`src/design/rti_pkg.sv`:
```
`timescale 1ns / 1ps
// Shared types and constants for the reflectivity table interpolator.
// Used by the divider and the top level; depends on nothing.
package rti_pkg;

  localparam int DEF_MAX_ROWS = 256;
  localparam int DEF_MAX_BINS = 1024;

  // Divider operand widths: the interpolation numerator is the widest dividend,
  // the angle step the widest divisor.
  localparam int DIV_N_W = 38;
  localparam int DIV_D_W = 24;

  localparam logic [16:0] REFL_ONE = 17'd65536;

  typedef enum logic [1:0] {
    OP_DEFINE = 2'd0,
    OP_WRITE  = 2'd1,
    OP_QUERY  = 2'd2,
    OP_NONE   = 2'd3
  } op_t;

  typedef enum logic [3:0] {
    ST_IDLE,
    ST_Q_FIRST,
    ST_Q_LAST,
    ST_Q_SCAN,
    ST_LK_START,
    ST_LK_DIV,
    ST_LK_RD,
    ST_LK_DATA,
    ST_MUL,
    ST_IP_START,
    ST_IP_DIV,
    ST_DONE
  } state_t;

  typedef struct packed {
    logic [10:0] count;
    logic [23:0] step;
    logic [31:0] start;
    logic [19:0] energy;
  } row_rec_t;

  localparam int ROW_REC_W = $bits(row_rec_t);

  typedef struct packed {
    logic               start;
    logic [DIV_N_W-1:0] dividend;
    logic [DIV_D_W-1:0] divisor;
  } div_req_t;

endpackage

```
`src/design/rti_div.sv`:
```
`timescale 1ns / 1ps
// Restoring unsigned divider, one quotient bit per cycle.
// Depends on rti_pkg; shared by the angle binning and the energy interpolation.
module rti_div (
  input  logic                      clk,
  input  logic                      rst,
  input  rti_pkg::div_req_t         req,
  output logic                      busy,
  output logic                      done,
  output logic [rti_pkg::DIV_N_W-1:0] quotient
);
  import rti_pkg::*;

  localparam int CNT_W = $clog2(DIV_N_W + 1);

  logic [DIV_D_W:0]   rem;
  logic [DIV_D_W-1:0] dvs;
  logic [CNT_W-1:0]   cnt;
  logic [DIV_D_W:0]   shifted;
  logic               ge;
  logic [DIV_D_W:0]   rem_next;

  always_comb begin
    shifted  = {rem[DIV_D_W-1:0], quotient[DIV_N_W-1]};
    ge       = shifted >= {1'b0, dvs};
    rem_next = ge ? shifted - {1'b0, dvs} : shifted;
  end

  always_ff @(posedge clk) begin
    if (rst) begin
      busy <= 1'b0;
      done <= 1'b0;
    end else begin
      done <= 1'b0;
      if (req.start) begin
        busy     <= 1'b1;
        quotient <= req.dividend;
        rem      <= '0;
        dvs      <= req.divisor;
        cnt      <= CNT_W'(DIV_N_W);
      end else if (busy) begin
        rem      <= rem_next;
        quotient <= {quotient[DIV_N_W-2:0], ge};
        cnt      <= cnt - 1'b1;
        if (cnt == CNT_W'(1)) begin
          busy <= 1'b0;
          done <= 1'b1;
        end
      end
    end
  end

endmodule

```
`config.mk`:
```
export PLATFORM = sky130hd
export DESIGN_NAME = rti_div
export DESIGN_NICKNAME = d
export VERILOG_FILES = /design/src/design/rti_pkg.sv /design/src/design/rti_div.sv
export SDC_FILE = /design/constraint.sdc
export NUM_CORES = 1
export LEC_CHECK = 0
export ABC_AREA = 1
export BUFFER_PORTS_ARGS = -buffer_cell sky130_fd_sc_hd__buf_2
export CAP_MARGIN = 20
export CORE_ASPECT_RATIO = 0.75
export CORE_MARGIN = 5
export CORE_UTILIZATION = 60
export CTS_CLUSTER_DIAMETER = 100
export DETAILED_ROUTE_END_ITERATION = 7
export PLACE_DENSITY = 0.91
export SYNTH_ARGS = -nofsm -noshare
export SYNTH_HDL_FRONTEND = slang
export SYNTH_SLANG_ARGS = --single-unit
export TNS_END_PERCENT = 1
```
`constraint.sdc`:
```
create_clock -name clk -period 12.9 [get_ports clk]
set_input_delay 2.58 -clock clk [delete_from_list [all_inputs] [get_ports clk]]
set_output_delay 2.58 -clock clk [all_outputs]
set_load 0.1 [all_outputs]
```
# Word-level counts from Yosys, hierarchy flattened
# Cells that the tools add are included.
[op_classes] add_sub_neg=2 n_lt_le_gt_ge=1 n_eq_ne=1 mux=9 bitwise=2 reduce_logical=4
[op_table] operator="$mux 38" n=2
[op_table] operator="$mux 24" n=2
[op_table] operator="$ge 25x24->1" n=1
[op_table] operator="$sub 24x24->24" n=1
[op_table] operator="$eq 6x1->1 const B" n=1
[op_table] operator="$mux 6" n=1
[op_table] operator="$sub 6x1->6 const B" n=1
[op_table] operator="$mux 1" n=4
[op_table] operator="$reduce_and 2->1" n=2
[op_table] operator="$reduce_or 3->1" n=1
[op_table] operator="$not 1->1" n=2
[op_table] operator="$reduce_bool 2->1" n=1
[totals] register_bits=94 out_inout_bits=40

# Logic depth before layout (Yosys ltp)
[depth] ltp_word=4 ltp_mapped=15

# Worst setup path before layout
# Ideal clock, no wire load.
[synth_path] kind="input to register" startpoint="input req[62] in the netlist's numbering" endpoint="register cnt[0], enable pin" arrival_time_ps=6399 slack_ps=5982 cell_stages=4 cell_sequence="clkbuf_1 inv_1 clkbuf_1 a21oi_1"
[synth_between] elab_chain_cells=2
[synth_lines] item="start, declared" line="rti_div.sv:7" rtl="input rti_pkg::div_req_t req,"
[synth_lines] item="$reduce_bool 2->1 (no source line)"
[synth_lines] item="$reduce_and 2->1 (no source line)"
[synth_lines] item="end signal, assigned" line="rti_div.sv:40" rtl="cnt <= CNT_W'(DIV_N_W);"
[synth_lines] item="end signal, assigned" line="rti_div.sv:44" rtl="cnt <= cnt - 1'b1;"
[synth_lines] item="end, declared" line="rti_div.sv:18" rtl="logic [CNT_W-1:0] cnt;"
# No other way between the ends.
# A chain may end at the register's enable or synchronous reset.

# Final worst setup path
[layout_path] startpoint="input req[62] in the netlist's numbering" endpoint="register dvs[21], enable pin"
[layout_between] elab_chain_cells=1
[layout_lines] item="$reduce_and 2->1 (no source line)"
[layout_lines] item="end signal, assigned" line="rti_div.sv:39" rtl="dvs <= req.divisor;"
[layout_lines] item="end, declared" line="rti_div.sv:17" rtl="logic [DIV_D_W-1:0] dvs;"
# No other way between the ends.

==> results.txt <==
drt wl/cell -> 13.8 um
Post-Syn Area -> 5740 um2
Starting Density -> 62.4%
async set-reset flop share out of synthesis -> 0%
row count -> 30
Tcrit/Tclk final -> 35.7%
flop2flop setup slack -> 10150 ps
Period minus WS final -> 4610 ps
Slowest cell on crit path -> buf_2
RR Startpoint -> rem[2]
element type at the critical path start -> input port
prevailing post-synth register cell -> edfxtp_1
Yosys cell types -> 30
setup bufs post-CTS -> 0
initial antenna violation count -> 0
max frequency -> 217 MHz
die area -> 11600 um2
Mean Syn Cell Area -> 7.72 um2
TNS Setup -> 0 ps
Crit Path Max Fanout -> 64
largest net degree at the start of global routing -> 65
max-cap viol count -> 0
drt initial violations -> 401
most frequent cells in the layout -> 328 x nand2_1, 120 x inv_1, 104 x buf_2
routability cong. -> 0.994
Nets -> 937
Data required, critical path -> 12940 ps
synthesis-stage register bit count -> 94
Core Area -> 9200 um2
# DRC -> 0
status -> completed
FF-to-FF path depth -> 13
Data arrival, critical path -> 4650 ps
TritonRoute pass-1 iters -> 7
I/O pin count -> 105
net count after synthesis -> 836
Final ANT Viol Nets -> 0
first-pass GRT wire length -> 21800 um
via/cell ratio -> 5.12
RSZ-0062 raised after global routing -> false
DR vias -> 5005
CTS tree -> built
Total Wirelength -> 13500 um
commonest non-fill, non-tap cell in the layout -> nand2_1
ANT cells -> 0
cts bufs inserted -> 9
share of layout cells above drive strength 1 -> 15.9%
synth warn -> 0
Critical Path Sink -> dvs[21]
# clock sinks -> 94
Slew Limit Fails -> 0
EDFF count, synth -> 92
CP max stage delay -> 590 ps
Worst-Margin Slew -> 771 ps
Congestion Overflow GR -> 0
synthesized instance count -> 744
worst setup margin -> 8290 ps
Hold-fix buffers, CTS -> 0
Peak VDD IR -> 0.000104 V
# setup viols final -> 0
Clock Pin Slew Worst Setup and Hold Paths -> 70 ps
critical path class -> input port to flop
vias in the first global route -> 4787
hold crit path type -> flop to flop
CP most frequent cell -> buf_4
Worst setup EP type -> flop
P&R area growth vs syn -> 15.6%
Worst slew margin -> 48.6%
final hold vios -> 0
GRT Total Usage -> 24.1%
Seq/Total Area, Yosys -> 48.8%
FF-to-FF End -> rem[23]
port bufs -> 104
Bufs on Longest Clock Path -> 2
crit path cell chain -> buf_2 -> inv_2 -> buf_4 -> nor2_2 -> buf_4
root buffer cell -> clkbuf_16
die span in y -> 94.7 um
post-CTS sizing -> 0
Power Density -> 135 nW/um2
worst-skew pair later-pin latency -> 350 ps
die width -> 123 um
post-DP HPWL -> 10100 um
leakage power figure -> 0.00349 uW
CP Launch Point -> req[62]
depth of the CTS H-tree -> 3
Clock Skews -> 11.1 ps
Setup WS pre-CTS -> 7900 ps
==> sequential cells by signal, summed over array words and instances (netlist names) <==
signal    flops
quotient     38
dvs          24
rem          24
cnt           6
busy          1
done          1
==> area by class of cell <==
type	count	area, um2
Sequential cell	94	2800
Clock buffer	10	229
Multi-Input combinational cell	511	2400
Clock inverter	6	46.3
Timing Repair Buffer	107	543
Inverter	122	458
Fill cell	694	2560
Tap cell	128	160
==> through the flow <==
stage / power, uW / std cells / cell area, um2 / hold slack, ps / util [%]
detailed placement: 651 / 962 / 6360 / 526 / 69.2
finish: 898 / 978 / 6640 / 544 / 72.2
global route: 946 / 978 / 6640 / 569 / 72.2
CTS: 899 / 978 / 6640 / 547 / 72.2
floorplan: 597 / 744 / 5740 / 535 / -
global placement: 643 / 962 / 6360 / 520 / 69.2
==> cell usage after synthesis (2+ instances only) <==
| library cell | count | area (um2) |
|---|---|---|
| nand2_1 | 328 | 1230 |
| inv_1 | 121 | 454 |
| edfxtp_1 | 92 | 2760 |
| nor2_1 | 65 | 244 |
| nand3_1 | 28 | 140 |
| ha_1 | 26 | 325 |
| a21oi_1 | 16 | 80.1 |
| nand4_1 | 9 | 56.3 |
| nand3b_1 | 8 | 60.1 |
| xnor2_1 | 8 | 70.1 |
| clkbuf_1 | 7 | 26.3 |
| buf_1 | 5 | 18.8 |
| o21ai_0 | 5 | 25.0 |
| buf_6 | 4 | 45.0 |
| nand2_2 | 4 | 25.0 |
| dfxtp_1 | 2 | 40.0 |
| nor3_1 | 2 | 10.0 |
| nor4_1 | 2 | 12.5 |
==> critical path: cells and delay by family <==
kind	cells	cell delay (ps)
buf+inv	4	1430
simple gates	1	590
==> power by group <==
part	internal, uW	switching [uW]
Sequential	367	12.8
Clock	132	117
Combinational	76.6	192
Total	576	322
==> kinds of logic (layout without fill, tap and decap cells) <==
| family | Yosys count | after routing | share of synthesized area [%] |
|---|---|---|---|
| adder cells (fa/ha/maj) | 27 | 27 | 6.01 |
| AND/OR/NAND/NOR | 451 | 451 | 31.9 |
| buffers and inverters | 139 | 245 | 9.63 |
| AO/OA/AOI/OAI | 24 | 24 | 2.24 |
| flip-flops | 94 | 94 | 48.8 |
| XOR/XNOR | 9 | 9 | 1.37 |
==> layer usage <==
layer | GRT usage [%] | vias up | wire length, um
met4 | 8.67 | 0 | 269
met5 | 0 | - | 0
li1 | - | 2521 | -
met2 | 37.6 | 195 | 6040
met1 | 32.1 | 2260 | 6000
met3 | 7.31 | 29 | 1200
==> how the worst min path moves through the flow <==
stage                      start      endpoint  slack, ps  cells after the start
global placement     quotient[1]   quotient[2]        520                      2
global route        quotient[22]  quotient[23]        570                      2
finish                      busy          done        540                      2
detailed placement  quotient[22]  quotient[23]        530                      2
floorplan                 cnt[5]          done        540                      3
CTS                         busy          done        550                      2
Note: power is estimated with default switching activity, not from simulation.
